$ cat config.mk
export PLATFORM = sky130hd
export DESIGN_NAME = file_transfer_packet_deframer_unit
export DESIGN_NICKNAME = d
export VERILOG_FILES = /design/src/rtl/core/ftpd_pkg.sv /design/src/rtl/core/ftpd_parser.sv /design/src/rtl/core/file_transfer_packet_deframer_unit.sv
export SDC_FILE = /design/constraint.sdc
export NUM_CORES = 2
export LEC_CHECK = 0
export CORE_MARGIN = 8
export CORE_UTILIZATION = 42
export DETAILED_ROUTE_END_ITERATION = 8
export DONT_BUFFER_PORTS = 1
export HOLD_SLACK_MARGIN = 0.15
export SYNTH_ARGS = -nofsm -noshare
export SYNTH_HDL_FRONTEND = slang
export SYNTH_SLANG_ARGS = --single-unit
$ cat constraint.sdc
create_clock -name clk_i -period 9.5 [get_ports clk_i]
set_input_delay 0.475 -clock clk_i [delete_from_list [all_inputs] [get_ports clk_i]]
set_output_delay 0.475 -clock clk_i [all_outputs]
set_load 0.01 [all_outputs]
$ cat src/rtl/core/ftpd_pkg.sv
// shared types and constants of the file transfer packet deframer
package ftpd_pkg;

  // register word indexes on the configuration port (byte address / 4)
  localparam logic [2:0] REG_DATA_CODE  = 3'd0;
  localparam logic [2:0] REG_START_CODE = 3'd1;
  localparam logic [2:0] REG_END_CODE   = 3'd2;
  localparam logic [2:0] REG_SIZE_TYPE  = 3'd3;
  localparam logic [2:0] REG_NAME_TYPE  = 3'd4;

  // packet status codes
  localparam logic [3:0] ST_DATA_OK  = 4'd0;
  localparam logic [3:0] ST_SEQ      = 4'd1;
  localparam logic [3:0] ST_LEN      = 4'd2;
  localparam logic [3:0] ST_START_OK = 4'd3;
  localparam logic [3:0] ST_END_OK   = 4'd4;
  localparam logic [3:0] ST_TOO_MANY = 4'd5;
  localparam logic [3:0] ST_ORDER    = 4'd6;
  localparam logic [3:0] ST_MISMATCH = 4'd7;
  localparam logic [3:0] ST_TOTAL    = 4'd8;
  localparam logic [3:0] ST_FORMAT   = 4'd9;

  // configuration seen by the parser
  typedef struct packed {
    logic [7:0] data_code;
    logic [7:0] start_code;
    logic [7:0] end_code;
    logic [7:0] size_type_code;
    logic [7:0] name_type_code;
  } cfg_t;

  // one result word
  typedef struct packed {
    logic        payload_valid;
    logic [7:0]  payload_byte;
    logic        packet_done;
    logic [3:0]  packet_status;
    logic [31:0] announced_size;
    logic [31:0] bytes_received;
  } res_t;

endpackage

$ cat src/rtl/core/ftpd_parser.sv
// byte parser: packet state, sequence and size checks, name store
module ftpd_parser #(
  parameter int unsigned NAME_DEPTH  = 256,
  parameter int unsigned MAX_PAYLOAD = 1024
) (
  input  logic           clk_i,
  input  logic           rst_ni,
  input  logic           step_i,
  input  logic [7:0]     byte_i,
  input  logic           last_i,
  input  ftpd_pkg::cfg_t cfg_i,
  output ftpd_pkg::res_t res_o
);

  localparam int unsigned AW        = $clog2(NAME_DEPTH);
  localparam logic [15:0] MaxLen    = 16'(MAX_PAYLOAD);
  localparam logic [8:0]  NameDepth = 9'(NAME_DEPTH);

  // parse phases
  localparam logic [3:0] PH_IDLE    = 4'd0;
  localparam logic [3:0] PH_SEQ     = 4'd1;
  localparam logic [3:0] PH_LEN_HI  = 4'd2;
  localparam logic [3:0] PH_LEN_LO  = 4'd3;
  localparam logic [3:0] PH_PAYLOAD = 4'd4;
  localparam logic [3:0] PH_TYPE    = 4'd5;
  localparam logic [3:0] PH_TLEN    = 4'd6;
  localparam logic [3:0] PH_VALUE   = 4'd7;
  localparam logic [3:0] PH_SKIP    = 4'd8;

  // packet kinds
  localparam logic [1:0] KIND_NONE  = 2'd0;
  localparam logic [1:0] KIND_DATA  = 2'd1;
  localparam logic [1:0] KIND_START = 2'd2;
  localparam logic [1:0] KIND_END   = 2'd3;

  logic [3:0]  phase_q, phase_n, phase_d;
  logic [1:0]  kind_q, kind_n, kind_d;
  logic [3:0]  err_q, err_n, err_d;
  logic [7:0]  seq_q, seq_d;
  logic        start_seen_q, start_seen_d;
  logic [1:0]  cnt_q, cnt_d;
  logic [31:0] total_q, total_d;
  logic [15:0] len_q, len_d;
  logic [7:0]  ftype_q, ftype_d;
  logic [7:0]  name_len_q [2];
  logic [7:0]  name_len_d [2];
  logic [31:0] size_q [2];
  logic [31:0] size_d [2];
  logic        diff_q, diff_d;

  logic        done_a, fin, pvalid, done;
  logic [3:0]  status_a, fin_status, status;
  logic        wr_en;
  logic [7:0]  wr_idx;
  logic [7:0]  rd_idx;
  logic [7:0]  rd_q;
  logic [7:0]  name_mem_q [NAME_DEPTH];
  logic        slot_q, slot_d;

  assign slot_q = (kind_q == KIND_END);

  // one parser step on the current byte
  always_comb begin
    logic [3:0]  err_c;
    logic [1:0]  cnt_inc;
    logic [1:0]  kind_new;
    logic        slot_new;
    logic [15:0] len_tmp;
    logic [7:0]  idx;
    err_c    = ftpd_pkg::ST_DATA_OK;
    cnt_inc  = (cnt_q != 2'd3) ? cnt_q + 2'd1 : cnt_q;
    kind_new = start_seen_q ? KIND_END : KIND_START;
    slot_new = start_seen_q;
    len_tmp  = len_q - 16'd1;
    idx      = name_len_q[slot_q] - len_q[7:0];
    phase_n  = phase_q;
    kind_n   = kind_q;
    err_n    = err_q;
    seq_d    = seq_q;
    cnt_d    = cnt_q;
    total_d  = total_q;
    len_d    = len_q;
    ftype_d  = ftype_q;
    name_len_d[0] = name_len_q[0];
    name_len_d[1] = name_len_q[1];
    size_d[0] = size_q[0];
    size_d[1] = size_q[1];
    diff_d   = diff_q;
    done_a   = 1'b0;
    fin      = 1'b0;
    pvalid   = 1'b0;
    status_a = ftpd_pkg::ST_DATA_OK;
    wr_en    = 1'b0;
    wr_idx   = idx;
    unique case (phase_q)
      PH_IDLE: begin
        if (byte_i == cfg_i.data_code) begin
          kind_n  = KIND_DATA;
          phase_n = PH_SEQ;
          if (last_i) begin
            done_a   = 1'b1;
            status_a = ftpd_pkg::ST_FORMAT;
          end
        end else begin
          cnt_d  = cnt_inc;
          kind_n = kind_new;
          if (cnt_inc == 2'd3) begin
            err_c = ftpd_pkg::ST_TOO_MANY;
          end else if (!start_seen_q && byte_i != cfg_i.start_code) begin
            err_c = ftpd_pkg::ST_ORDER;
          end else if (start_seen_q && byte_i != cfg_i.end_code) begin
            err_c = ftpd_pkg::ST_ORDER;
          end
          if (err_c == ftpd_pkg::ST_DATA_OK) begin
            name_len_d[slot_new] = 8'd0;
            size_d[slot_new]     = 32'd0;
            diff_d  = 1'b0;
            phase_n = PH_TYPE;
            fin     = last_i;
          end
        end
      end
      PH_SEQ: begin
        if (byte_i != seq_q + 8'd1) begin
          err_c = ftpd_pkg::ST_SEQ;
        end else if (last_i) begin
          done_a   = 1'b1;
          status_a = ftpd_pkg::ST_FORMAT;
        end else begin
          phase_n = PH_LEN_HI;
        end
      end
      PH_LEN_HI: begin
        len_d = {byte_i, 8'h00};
        if (last_i) begin
          done_a   = 1'b1;
          status_a = ftpd_pkg::ST_FORMAT;
        end else begin
          phase_n = PH_LEN_LO;
        end
      end
      PH_LEN_LO: begin
        len_d = {len_q[15:8], byte_i};
        if (len_d > MaxLen) begin
          err_c = ftpd_pkg::ST_LEN;
        end else if (len_d == 16'd0) begin
          if (last_i) begin
            done_a   = 1'b1;
            status_a = ftpd_pkg::ST_DATA_OK;
            seq_d    = seq_q + 8'd1;
          end else begin
            err_c = ftpd_pkg::ST_LEN;
          end
        end else if (last_i) begin
          done_a   = 1'b1;
          status_a = ftpd_pkg::ST_LEN;
        end else begin
          phase_n = PH_PAYLOAD;
        end
      end
      PH_PAYLOAD: begin
        pvalid = 1'b1;
        if (total_q != 32'hFFFF_FFFF) begin
          total_d = total_q + 32'd1;
        end
        len_d = len_tmp;
        if (len_tmp == 16'd0) begin
          if (last_i) begin
            done_a   = 1'b1;
            status_a = ftpd_pkg::ST_DATA_OK;
            seq_d    = seq_q + 8'd1;
          end else begin
            err_c = ftpd_pkg::ST_LEN;
          end
        end else if (last_i) begin
          done_a   = 1'b1;
          status_a = ftpd_pkg::ST_LEN;
        end
      end
      PH_TYPE: begin
        ftype_d = byte_i;
        if (last_i) begin
          done_a   = 1'b1;
          status_a = ftpd_pkg::ST_FORMAT;
        end else begin
          phase_n = PH_TLEN;
        end
      end
      PH_TLEN: begin
        len_d = {8'h00, byte_i};
        if (ftype_q == cfg_i.name_type_code) begin
          name_len_d[slot_q] = byte_i;
          diff_d = 1'b0;
        end else if (ftype_q == cfg_i.size_type_code) begin
          size_d[slot_q] = 32'd0;
        end
        if (byte_i == 8'd0) begin
          phase_n = PH_TYPE;
          fin     = last_i;
        end else begin
          phase_n = PH_VALUE;
          if (last_i) begin
            done_a   = 1'b1;
            status_a = ftpd_pkg::ST_FORMAT;
          end
        end
      end
      PH_VALUE: begin
        if (ftype_q == cfg_i.name_type_code) begin
          if ({1'b0, idx} < NameDepth) begin
            if (!slot_q) begin
              wr_en = step_i;
            end else if (idx < name_len_q[0] && rd_q != byte_i) begin
              diff_d = 1'b1;
            end
          end
        end else if (ftype_q == cfg_i.size_type_code) begin
          size_d[slot_q] = {size_q[slot_q][23:0], byte_i};
        end
        len_d = len_tmp;
        if (len_tmp == 16'd0) begin
          phase_n = PH_TYPE;
          fin     = last_i;
        end else if (last_i) begin
          done_a   = 1'b1;
          status_a = ftpd_pkg::ST_FORMAT;
        end
      end
      default: begin
        if (last_i) begin
          done_a = 1'b1;
          if (err_q != 4'd0 && err_q <= ftpd_pkg::ST_FORMAT) begin
            status_a = err_q;
          end else begin
            status_a = ftpd_pkg::ST_FORMAT;
          end
        end
      end
    endcase
    // a detected error skips the rest of the packet
    if (err_c != ftpd_pkg::ST_DATA_OK) begin
      err_n   = err_c;
      phase_n = PH_SKIP;
      if (last_i) begin
        done_a   = 1'b1;
        status_a = err_c;
      end
    end
  end

  // control packet verdict on the updated state
  always_comb begin
    if (kind_n == KIND_START) begin
      fin_status = ftpd_pkg::ST_START_OK;
    end else if (diff_d || name_len_d[0] != name_len_d[1] || size_d[0] != size_d[1]) begin
      fin_status = ftpd_pkg::ST_MISMATCH;
    end else if (total_d != size_d[0]) begin
      fin_status = ftpd_pkg::ST_TOTAL;
    end else begin
      fin_status = ftpd_pkg::ST_END_OK;
    end
  end

  assign done         = done_a | fin;
  assign status       = fin ? fin_status : status_a;
  assign start_seen_d = start_seen_q | (fin && kind_n == KIND_START);
  assign phase_d      = done ? PH_IDLE : phase_n;
  assign kind_d       = done ? KIND_NONE : kind_n;
  assign err_d        = done ? 4'd0 : err_n;
  assign slot_d       = (kind_d == KIND_END);

  // name store read address for the next value byte
  assign rd_idx = step_i ? (name_len_d[slot_d] - len_d[7:0])
                         : (name_len_q[slot_q] - len_q[7:0]);

  // name store, written by the start packet and read by the end packet
  always_ff @(posedge clk_i) begin
    if (wr_en) begin
      name_mem_q[wr_idx[AW-1:0]] <= byte_i;
    end
    rd_q <= name_mem_q[rd_idx[AW-1:0]];
  end

  // parser state
  always_ff @(posedge clk_i or negedge rst_ni) begin
    if (!rst_ni) begin
      phase_q       <= PH_IDLE;
      kind_q        <= KIND_NONE;
      err_q         <= 4'd0;
      seq_q         <= 8'hFF;
      start_seen_q  <= 1'b0;
      cnt_q         <= 2'd0;
      total_q       <= 32'd0;
      len_q         <= 16'd0;
      ftype_q       <= 8'd0;
      name_len_q[0] <= 8'd0;
      name_len_q[1] <= 8'd0;
      size_q[0]     <= 32'd0;
      size_q[1]     <= 32'd0;
      diff_q        <= 1'b0;
    end else if (step_i) begin
      phase_q       <= phase_d;
      kind_q        <= kind_d;
      err_q         <= err_d;
      seq_q         <= seq_d;
      start_seen_q  <= start_seen_d;
      cnt_q         <= cnt_d;
      total_q       <= total_d;
      len_q         <= len_d;
      ftype_q       <= ftype_d;
      name_len_q[0] <= name_len_d[0];
      name_len_q[1] <= name_len_d[1];
      size_q[0]     <= size_d[0];
      size_q[1]     <= size_d[1];
      diff_q        <= diff_d;
    end
  end

  // result of this step
  always_comb begin
    res_o.payload_valid  = pvalid;
    res_o.payload_byte   = pvalid ? byte_i : 8'd0;
    res_o.packet_done    = done;
    res_o.packet_status  = done ? status : ftpd_pkg::ST_DATA_OK;
    res_o.announced_size = size_d[0];
    res_o.bytes_received = total_d;
  end

  // state holds while no byte is taken
  assert property (@(posedge clk_i) disable iff (!rst_ni)
    !step_i |=> $stable(phase_q) && $stable(total_q))
    else $error("parser state moved without a byte");

  // sequence advances only on a good data packet
  assert property (@(posedge clk_i) disable iff (!rst_ni)
    step_i && !(done && status == ftpd_pkg::ST_DATA_OK) |=> $stable(seq_q))
    else $error("sequence advanced without a good data packet");

  // start flag never clears outside reset
  assert property (@(posedge clk_i) disable iff (!rst_ni) !$fell(start_seen_q))
    else $error("start flag cleared");

  // payload total never decreases
  assert property (@(posedge clk_i) disable iff (!rst_ni)
    step_i |=> total_q >= $past(total_q))
    else $error("payload total decreased");

endmodule

$ cat src/rtl/core/file_transfer_packet_deframer_unit.sv
// File transfer packet deframer, top level. Takes one packet byte per clock on the
// slave stream and returns one result word per byte on the master stream; a byte
// passes the input register, then the result register, and a new
// byte is taken every cycle while the result side keeps up. The single parser
// step between the two registers sets that rate; the file name store is a
// registered-read memory whose next address is prepared one byte ahead, so the
// end packet name comparison does not stall the stream. The user must write codes
// over the APB port only while no packet is in flight; the block does not enforce it.
module file_transfer_packet_deframer_unit #(
  parameter int unsigned NAME_DEPTH  = 256,
  parameter int unsigned MAX_PAYLOAD = 1024
) (
  input  logic        clk_i,
  input  logic        rst_ni,
  // slave stream
  input  logic        s_axis_tvalid,
  output logic        s_axis_tready,
  input  logic [7:0]  s_axis_tdata,   // rx_byte[7:0]
  input  logic        s_axis_tlast,   // packet_last
  // master stream
  output logic        m_axis_tvalid,
  input  logic        m_axis_tready,
  // payload_byte[7:0], packet_status[11:8], announced_size[43:12],
  // bytes_received[75:44], zero fill[79:76]
  output logic [79:0] m_axis_tdata,
  output logic        m_axis_tuser,   // payload_valid
  output logic        m_axis_tlast,   // packet_done
  // configuration
  input  logic        psel,
  input  logic        penable,
  input  logic        pwrite,
  input  logic [4:0]  paddr,
  input  logic [31:0] pwdata,
  output logic [31:0] prdata,
  output logic        pready
);

  ftpd_pkg::cfg_t cfg_q;
  ftpd_pkg::res_t res;
  ftpd_pkg::res_t out_q;
  logic           in_valid_q;
  logic [7:0]     in_byte_q;
  logic           in_last_q;
  logic           out_valid_q;
  logic           step;
  logic [2:0]     reg_idx;

  assign pready  = 1'b1;
  assign reg_idx = paddr[4:2];

  // configuration registers
  always_ff @(posedge clk_i or negedge rst_ni) begin
    if (!rst_ni) begin
      cfg_q.data_code      <= 8'd1;
      cfg_q.start_code     <= 8'd2;
      cfg_q.end_code       <= 8'd3;
      cfg_q.size_type_code <= 8'd0;
      cfg_q.name_type_code <= 8'd1;
    end else if (psel && penable && pwrite) begin
      unique case (reg_idx)
        ftpd_pkg::REG_DATA_CODE:  cfg_q.data_code      <= pwdata[7:0];
        ftpd_pkg::REG_START_CODE: cfg_q.start_code     <= pwdata[7:0];
        ftpd_pkg::REG_END_CODE:   cfg_q.end_code       <= pwdata[7:0];
        ftpd_pkg::REG_SIZE_TYPE:  cfg_q.size_type_code <= pwdata[7:0];
        ftpd_pkg::REG_NAME_TYPE:  cfg_q.name_type_code <= pwdata[7:0];
        default: begin
        end
      endcase
    end
  end

  // register read back
  always_comb begin
    unique case (reg_idx)
      ftpd_pkg::REG_DATA_CODE:  prdata = {24'd0, cfg_q.data_code};
      ftpd_pkg::REG_START_CODE: prdata = {24'd0, cfg_q.start_code};
      ftpd_pkg::REG_END_CODE:   prdata = {24'd0, cfg_q.end_code};
      ftpd_pkg::REG_SIZE_TYPE:  prdata = {24'd0, cfg_q.size_type_code};
      ftpd_pkg::REG_NAME_TYPE:  prdata = {24'd0, cfg_q.name_type_code};
      default:                  prdata = 32'd0;
    endcase
  end

  // a word moves from the input register when the result register is free
  assign step          = in_valid_q && (!out_valid_q || m_axis_tready);
  assign s_axis_tready = !in_valid_q || step;

  // input register
  always_ff @(posedge clk_i or negedge rst_ni) begin
    if (!rst_ni) begin
      in_valid_q <= 1'b0;
    end else begin
      in_valid_q <= (s_axis_tvalid && s_axis_tready) || (in_valid_q && !step);
    end
  end

  always_ff @(posedge clk_i) begin
    if (s_axis_tvalid && s_axis_tready) begin
      in_byte_q <= s_axis_tdata;
      in_last_q <= s_axis_tlast;
    end
  end

  ftpd_parser #(
    .NAME_DEPTH  (NAME_DEPTH),
    .MAX_PAYLOAD (MAX_PAYLOAD)
  ) u_parser (
    .clk_i  (clk_i),
    .rst_ni (rst_ni),
    .step_i (step),
    .byte_i (in_byte_q),
    .last_i (in_last_q),
    .cfg_i  (cfg_q),
    .res_o  (res)
  );

  // result register
  always_ff @(posedge clk_i or negedge rst_ni) begin
    if (!rst_ni) begin
      out_valid_q <= 1'b0;
    end else if (step) begin
      out_valid_q <= 1'b1;
    end else if (m_axis_tready) begin
      out_valid_q <= 1'b0;
    end
  end

  always_ff @(posedge clk_i) begin
    if (step) begin
      out_q <= res;
    end
  end

  assign m_axis_tvalid = out_valid_q;
  assign m_axis_tdata  = {4'd0, out_q.bytes_received, out_q.announced_size,
                          out_q.packet_status, out_q.payload_byte};
  assign m_axis_tuser  = out_q.payload_valid;
  assign m_axis_tlast  = out_q.packet_done;

endmodule
After elaboration in Yosys (flattened, before gate mapping). Memories as Yosys holds them, arrays and structs flattened. A register that Yosys moved wholly into a read port is not among the register bits. Cells that the tools add are included. Widths: inputs -> output; s select.

Flip-flop bits (word level): 287. Latch bits: 0. Memory bits (writable): 2048. Memory bits (read-only): 0. Bits of input ports: 53. Output and inout port bits: 117. Logic and storage cells: 264. Memories: 1.

Add/sub/neg operators: 6. Multiply operators: 0. Div/mod/pow operators: 0. Magnitude comparators: 8. Eq/ne operators: 39. Shift-type cells: 0. Muxes and demuxes: 120. Bitwise logic cells: 13. Reductions and logical operators: 47.

Memory list: u_parser.name_mem_q (depth 256, bits a word 8, rd ports 1, clocked after memory_dff 1, wr ports 1, line ftpd_parser.sv:57) `logic [7:0] name_mem_q [NAME_DEPTH];`.

Operator list (count): $mux 64 (6); $pmux 64 s3 (1); $mux 4 (37); $and 64x64->64 (2); $mux 32 (4); $not 64->64 (2); $mux 8 (13); $mux 24 (3); $bwmux 64 (1); $demux 32 s1 (2); $ne 32x32->1 (2); $pmux 16 s4 (1); $pmux 4 s7 (2); $mux 16 (3); $ne 8x8->1 (5); $pmux 8 s5 (1); $add 32x1->32 const B (1); $logic_not 16->1 (2); $ne 32x32->1 const B (1); $pmux 16 s2 (1); $mux 1 (28); $eq 8x8->1 (3); $and 16x16->16 (1); $bwmux 16 (1); 48 further kinds (110).

Depth between registers and ports, before layout.
Depth in word-level cells: 20. Depth in mapped cells: 25. Depth with buffers taken out: 24.

By module. Synthesis repeated with hierarchy kept, for this count alone.

Cell total of the unflattened synthesis: 5239. Area, all modules: 97073.1 µm².

Modules (own cells, without submodules): ftpd_parser (instances 1, cells each 4980, area each 92228.5 µm², sequential area each 65597.9 µm²); file_transfer_packet_deframer_unit (instances 1, cells each 259, area each 4844.6 µm², sequential area each 3669.8 µm²).

Least setup slack after synthesis. No wires, ideal clock.

Kind: reg2reg. Start: register in_byte_q[0]. End: register u_parser.rd_q[5], read port of u_parser.name_mem_q. Arrival: 8.167 ns. Required time: 9.349 ns. Path slack: 1.182 ns. Stages on the path, launching flop included: 25. Path buffers: 5. Clock period less this slack: 8.318 ns. Path through: edfxtp_1 -> buf_4 -> xor2_2 -> nor4_4 -> a211oi_2 -> o2111a_1 -> buf_4 -> nor2_2 -> a21oi_1 -> a21o_1 -> ha_1 -> inv_1 -> fa_1 -> nor2_1 -> a21oi_1 -> clkbuf_1 -> clkbuf_1 -> buf_1 -> mux4_2 -> mux2i_1 -> mux2i_1 -> mux2i_1 -> mux2i_1 -> mux2i_1 -> mux2i_1.

Cells in the longest elaborated chain, start to end: 20. Elaborated cells on any way between the ends: 49. Those cells by class: add/sub (1); order compare (1); eq/ne (5); mux (34); bitwise (2); reduce/logical (6).

Ends and longest elaborated chain: start: declaration (line file_transfer_packet_deframer_unit.sv:42) `logic [7:0] in_byte_q;`; start signal: assignment (line file_transfer_packet_deframer_unit.sv:99) `in_byte_q <= s_axis_tdata;`; $ne 8x8->1 (line ftpd_parser.sv:111) `end else if (start_seen_q && byte_i != cfg_i.end_code) begin`; $logic_and 1x1->1 (line ftpd_parser.sv:111); $mux 3 (line ftpd_parser.sv:111); $mux 4 (line ftpd_parser.sv:109) `end else if (!start_seen_q && byte_i != cfg_i.start_code) begin`; $mux 4 (line ftpd_parser.sv:107) `if (cnt_inc == 2'd3) begin`; $mux 4 (line ftpd_parser.sv:97) `if (byte_i == cfg_i.data_code) begin`; $mux 4 (line ftpd_parser.sv:95) `unique case (phase_q)`; $mux 4 or $logic_not 4->1 (tied branches) (line ftpd_parser.sv:97, ftpd_parser.sv:114); [... 2 more ...]; $mux 1 or $pmux 1 s3 (tied branches) (line ftpd_parser.sv:241, ftpd_parser.sv:95); $or 1x1->1 (line ftpd_parser.sv:264) `assign done = done_a | fin;`; $mux 2 (line ftpd_parser.sv:268) `assign kind_d = done ? KIND_NONE : kind_n;`; $eq 2x2->1 (line ftpd_parser.sv:270) `assign slot_d = (kind_d == KIND_END);`; $not 1->2 (implied by the code) (line ftpd_parser.sv:273) `assign rd_idx = step_i ? (name_len_d[slot_d] - len_d[7:0])`; $mux 8 (implied by the code) (3 in series) (line ftpd_parser.sv:273); $sub 8x8->8 * (line ftpd_parser.sv:273); $mux 8 * (line ftpd_parser.sv:273); end: declaration (line ftpd_parser.sv:56) `logic [7:0] rd_q;`.

Every way passes the cells marked *; elsewhere a longest branch is shown, timed or not. The select of a mux whose other input is x is not followed. A chain may end at the register's enable or synchronous reset.

Worst setup path after layout.
Start: register u_parser.kind_q[1]. End: register out_q, in the netlist m_axis_tdata[8], data pin.

Cells in the longest elaborated chain, start to end: 17. Elaborated cells on any way between the ends: 42. Those cells by class: add/sub (1); order compare (3); eq/ne (4); mux (27); bitwise (3); reduce/logical (4).

Ends and longest elaborated chain: start: declaration (line ftpd_parser.sv:37) `logic [1:0] kind_q, kind_n, kind_d;`; start signal: assignment (line ftpd_parser.sv:303) `kind_q <= kind_d;`; $eq 2x2->1 (line ftpd_parser.sv:60) `assign slot_q = (kind_q == KIND_END);`; $not 1->2 (implied by the code); $mux 8 (implied by the code) (3 in series) (line ftpd_parser.sv:75) `idx = name_len_q[slot_q] - len_q[7:0];`; $sub 8x8->8 (line ftpd_parser.sv:75); $lt 8x8->1 (line ftpd_parser.sv:213) `end else if (idx < name_len_q[0] && rd_q != byte_i) begin`; $logic_and 1x1->1 (line ftpd_parser.sv:213); $mux 1 (line ftpd_parser.sv:213); $mux 1 (line ftpd_parser.sv:211) `if (!slot_q) begin`; $mux 1 (line ftpd_parser.sv:209) `if (ftype_q == cfg_i.name_type_code) begin`; $pmux 1 s3 (line ftpd_parser.sv:95); $logic_or 1x1->1 (2 in series) (line ftpd_parser.sv:255) `end else if (diff_d || name_len_d[0] != name_len_d[1] || size_d[0] != size_d[1]) begin`; $mux 4 (line ftpd_parser.sv:255); $mux 4 * (line ftpd_parser.sv:253) `if (kind_n == KIND_START) begin`; $mux 4 * (line ftpd_parser.sv:265) `assign status = fin ? fin_status : status_a;`; end signal: assignment (line file_transfer_packet_deframer_unit.sv:130) `out_q <= res;`; end: declaration (line file_transfer_packet_deframer_unit.sv:40) `ftpd_pkg::res_t out_q;`.

Marked as above.

==> reports/qor.yml <==
power_and_ir_drop:
  pwr_density_cell_nw_per_um2: 305
  p_leak_nw: 36.8
  ir_worst_vdd_mv: 0.446
layout:
  syn2layout_area_growth_pct: 11.8
  final_common_cell: "edfxtp_1"
  fin_area_um2: 109000
  drive_gt1_share_pct: 18.8
  final_nets: 5478
  layout.cells.most_common_list: "2,135 x edfxtp_1, 528 x mux2i_1, 512 x mux4_2"
  fillers: 19100
sta:
  drv_slew: 0
  finalCritPeriodShare_pct: 80.4
  final.setup_skew_ns: 0.100
  rsz0062_at_grt: "no"
  setup_viol: 0
  fin_tns_setup_ns: 0
  tightest_slew_ns: 1.33
  fmax_ghz: 0.131
  period_minus_slack_ns: 7.63
  hold_viol_final: 0
  relSlewSlack_pct: 10.1
worst_setup_path:
  end_kind: "flop"
  critical_path_class: "reg -> reg"
  worstPathCellList: "and2_1 -> o21ai_0 -> ha_1 -> nor2b_1 -> o21ai_0 -> nand2b_1 -> a21o_1 -> a21o_1 -> a21o_1 -> a21o_1 -> xor2_1 -> clkinv_1 -> ha_1 -> a221oi_1 -> a31o_2 -> o2111ai_1 -> o211ai_1 -> a41oi_1 -> nand4_1 -> or4_1 -> nor4_1 -> o21ai_0"
  critPathTopFamily: "compound AO/OA/AOI/OAI gates"
  cp_max_fo: 21
  worst_path_most_repeated_cell: "a21o_1"
  cp.arrival_ns: 8.16
  critPathLaunchType: "flop"
  cp_data_required_time_ns: 10.03
  slowest_delay_ns: 0.86
  crit_slowest_cell: "xor2_1"
  critical_path_buf_inv_count: 1
run_status:
  status: "finished clean"
die:
  die_w_um: 497
  pin_count: 170
  core-area_um2: 230000
  die_area_um2: 247000
  num_rows: 176
  start_util_pct: 42.2
  die_h_um: 497
clock_tree:
  cts_setup_buffers: 0
  cts_hold_buf: 28
  cts_tree: "done"
  ctsResizeCount: 0
  clk_latency_ns: 0.90
  htreeDepth: 4
  clock_path_buffers: 3
  ctsRootBufferMaster: "clkbuf_16"
  clkTransAtPathRegs_ns: 0.06
  clock-sinks: 2342
  cts_buffers: 235
logic_synthesis:
  ys_seq_area_share_pct: 71.3
  synth_compound_area_share_pct: 2.79
  synth-xor-area-share_pct: 1.74
  synth-simple-area-share_pct: 4.20
  synth-main-ff-cell: "edfxtp_1"
  synth-seq-cells: 2342
  synth_mux_area_share_pct: 17.9
  synthArstFlopShare_pct: 8.50
  synthAdderAreaFrac_pct: 0.376
  synth_edf_count: 2135
  synth_top_family_by_area: "multiplexers"
  syn_avg_cell_area_um2: 18.2
  netlist_instances: 5339
  syn_area_um2: 97200
  ys_types: 89
  synth-warning-count: 0
routing:
  routed-wl-met2_mm: 112
  drt-pass1-iter-count: 5
  viasPerCell: 5.72
  drt-initial-drc-count: 4952
  highest_layer: "met4"
  wire_per_inst_um: 27.2
  m1WireLength_mm: 102
  routed-wl-met3_mm: 14.5
  ant_nets: 0
  vias: 49300
  drc: 0
  drt-total-wl_mm: 235
placement:
  portBuffers: 0
  routabilityCongestion: 0.868
  dpl_cell_area_um2: 101000
  dp_hpwl_mm: 138
grt:
  grt_pass1_wl_mm: 346
  track_usage_pct: 18.5
  grt_overflow: 0
  antenna_found_initial: 5
  grt_max_degree: 200
  first_global_vias: 50000
run:
  drv_cap: 0
worst_hold_path:
  hold_class: "in -> reg"
path summary, 6_finish.rpt:
| path | start | endpoint | slack (ns) | cells past startpoint |
|---|---|---|---|---|
| max | u_parser.kind_q[1]$_DFFE_PN0P_ | m_axis_tdata[8]$_SDFFCE_PN0P_ | 1.87 | 22 |
| min | s_axis_tvalid | in_byte_q[5]$_DFFE_PP_ | 0.21 | 1 |
| max reg2reg | u_parser.kind_q[1]$_DFFE_PN0P_ | m_axis_tdata[8]$_SDFFCE_PN0P_ | 1.87 | 22 |
| min reg2reg | u_parser.size_q[57]$_DFFE_PN0P_ | u_parser.size_q[57]$_DFFE_PN0P_ | 0.48 | 2 |
| max in group asynchronous | rst_ni | u_parser.len_q[7]$_DFFE_PN0P_ | 8.19 | 2 |
| min in group asynchronous | rst_ni | u_parser.phase_q[3]$_DFFE_PN0P_ | 0.43 | 2 |
cells in the mapped netlist, types with 8 or more instances:
library cell	n	area share, %
edfxtp_1	2135	66
mux2i_1	529	5.4
mux4_2	512	12
nor2_1	370	1.4
nand2_1	260	1.0
clkbuf_1	191	0.74
dfrtp_1	186	4.8
xnor2_1	116	1.0
o21ai_0	101	0.52
buf_1	92	0.36
xor2_1	68	0.61
nand3_1	65	0.33
inv_1	57	0.22
mux2_2	53	0.61
a21oi_1	52	0.27
a22o_1	48	0.43
a22oi_1	38	0.29
buf_4	35	0.27
and3_1	30	0.19
nand4_1	28	0.18
ha_1	26	0.33
and2_1	24	0.15
nor4_1	23	0.15
nor3_1	22	0.11
nand2b_1	21	0.14
a21o_1	17	0.13
o22ai_1	15	0.097
dfstp_2	13	0.35
nor2b_1	13	0.084
o21ai_1	13	0.067
a221oi_1	11	0.099
and4_1	10	0.090
a211oi_1	8	0.062
a31oi_1	8	0.052
dfxtp_1	8	0.16
report_power, final:
group	internal, W	switching, W
Combinational	0.00499	0.00746
Clock	0.00513	0.00400
Sequential	0.0114	0.000179
state kept, by name (all words and copies together), names as in the netlist, 2 cells and up:
name and cells:
u_parser.len_q 16, u_parser.ftype_q 8, u_parser.kind_q 2, u_parser.name_len_q 16
u_parser.phase_q 4, u_parser.err_q 3, m_axis_tdata 76, u_parser.rd_q 8
in_byte_q 8, u_parser.seq_q 8, u_parser.size_q 64, u_parser.total_q 32
u_parser.name_mem_q 2048, u_parser.cnt_q 2, cfg_q 40
kinds of logic after synthesis:
group / Yosys count
flops: 2342
xor+xnor: 189
compound gates: 392
fa+ha+maj: 28
mux: 1094
buf+inv: 388
other cells: 2
simple gates: 904
metal layers:
layer	up-vias	GRT usage, %
li1	21400	-
met1	25900	26.4
met2	1634	29.8
met3	342	3.16
met4	0	4.80
met5	-	0
layout make-up:
class | count | area [µm²] | area share, %
diodes | 2 | 5.00 | 0.00461
clock buffers | 291 | 6120 | 5.63
clock inverters | 143 | 1480 | 1.36
inverters | 59 | 226 | 0.208
multi-input cells | 2636 | 26500 | 24.4
flip-flops and latches | 2342 | 69300 | 63.7
well taps | 3026 | 3790 | 3.48
repair buffers | 123 | 1270 | 1.17
per-stage QoR:
step	worst slack, ns	total power [W]	hold WS [ns]	instances	utilization, %
after floorplan	1.18	0.0201	0.179	5366	-
after global placement	1.84	0.0243	0.191	8157	43.8
after detailed placement	2.04	0.0243	0.191	8158	43.8
after CTS	2.01	0.0335	0.153	8620	47.2
after global routing	1.49	0.0345	0.189	8622	47.2
final	1.87	0.0332	0.215	8622	47.2
(Power assumes the default switching activity.)
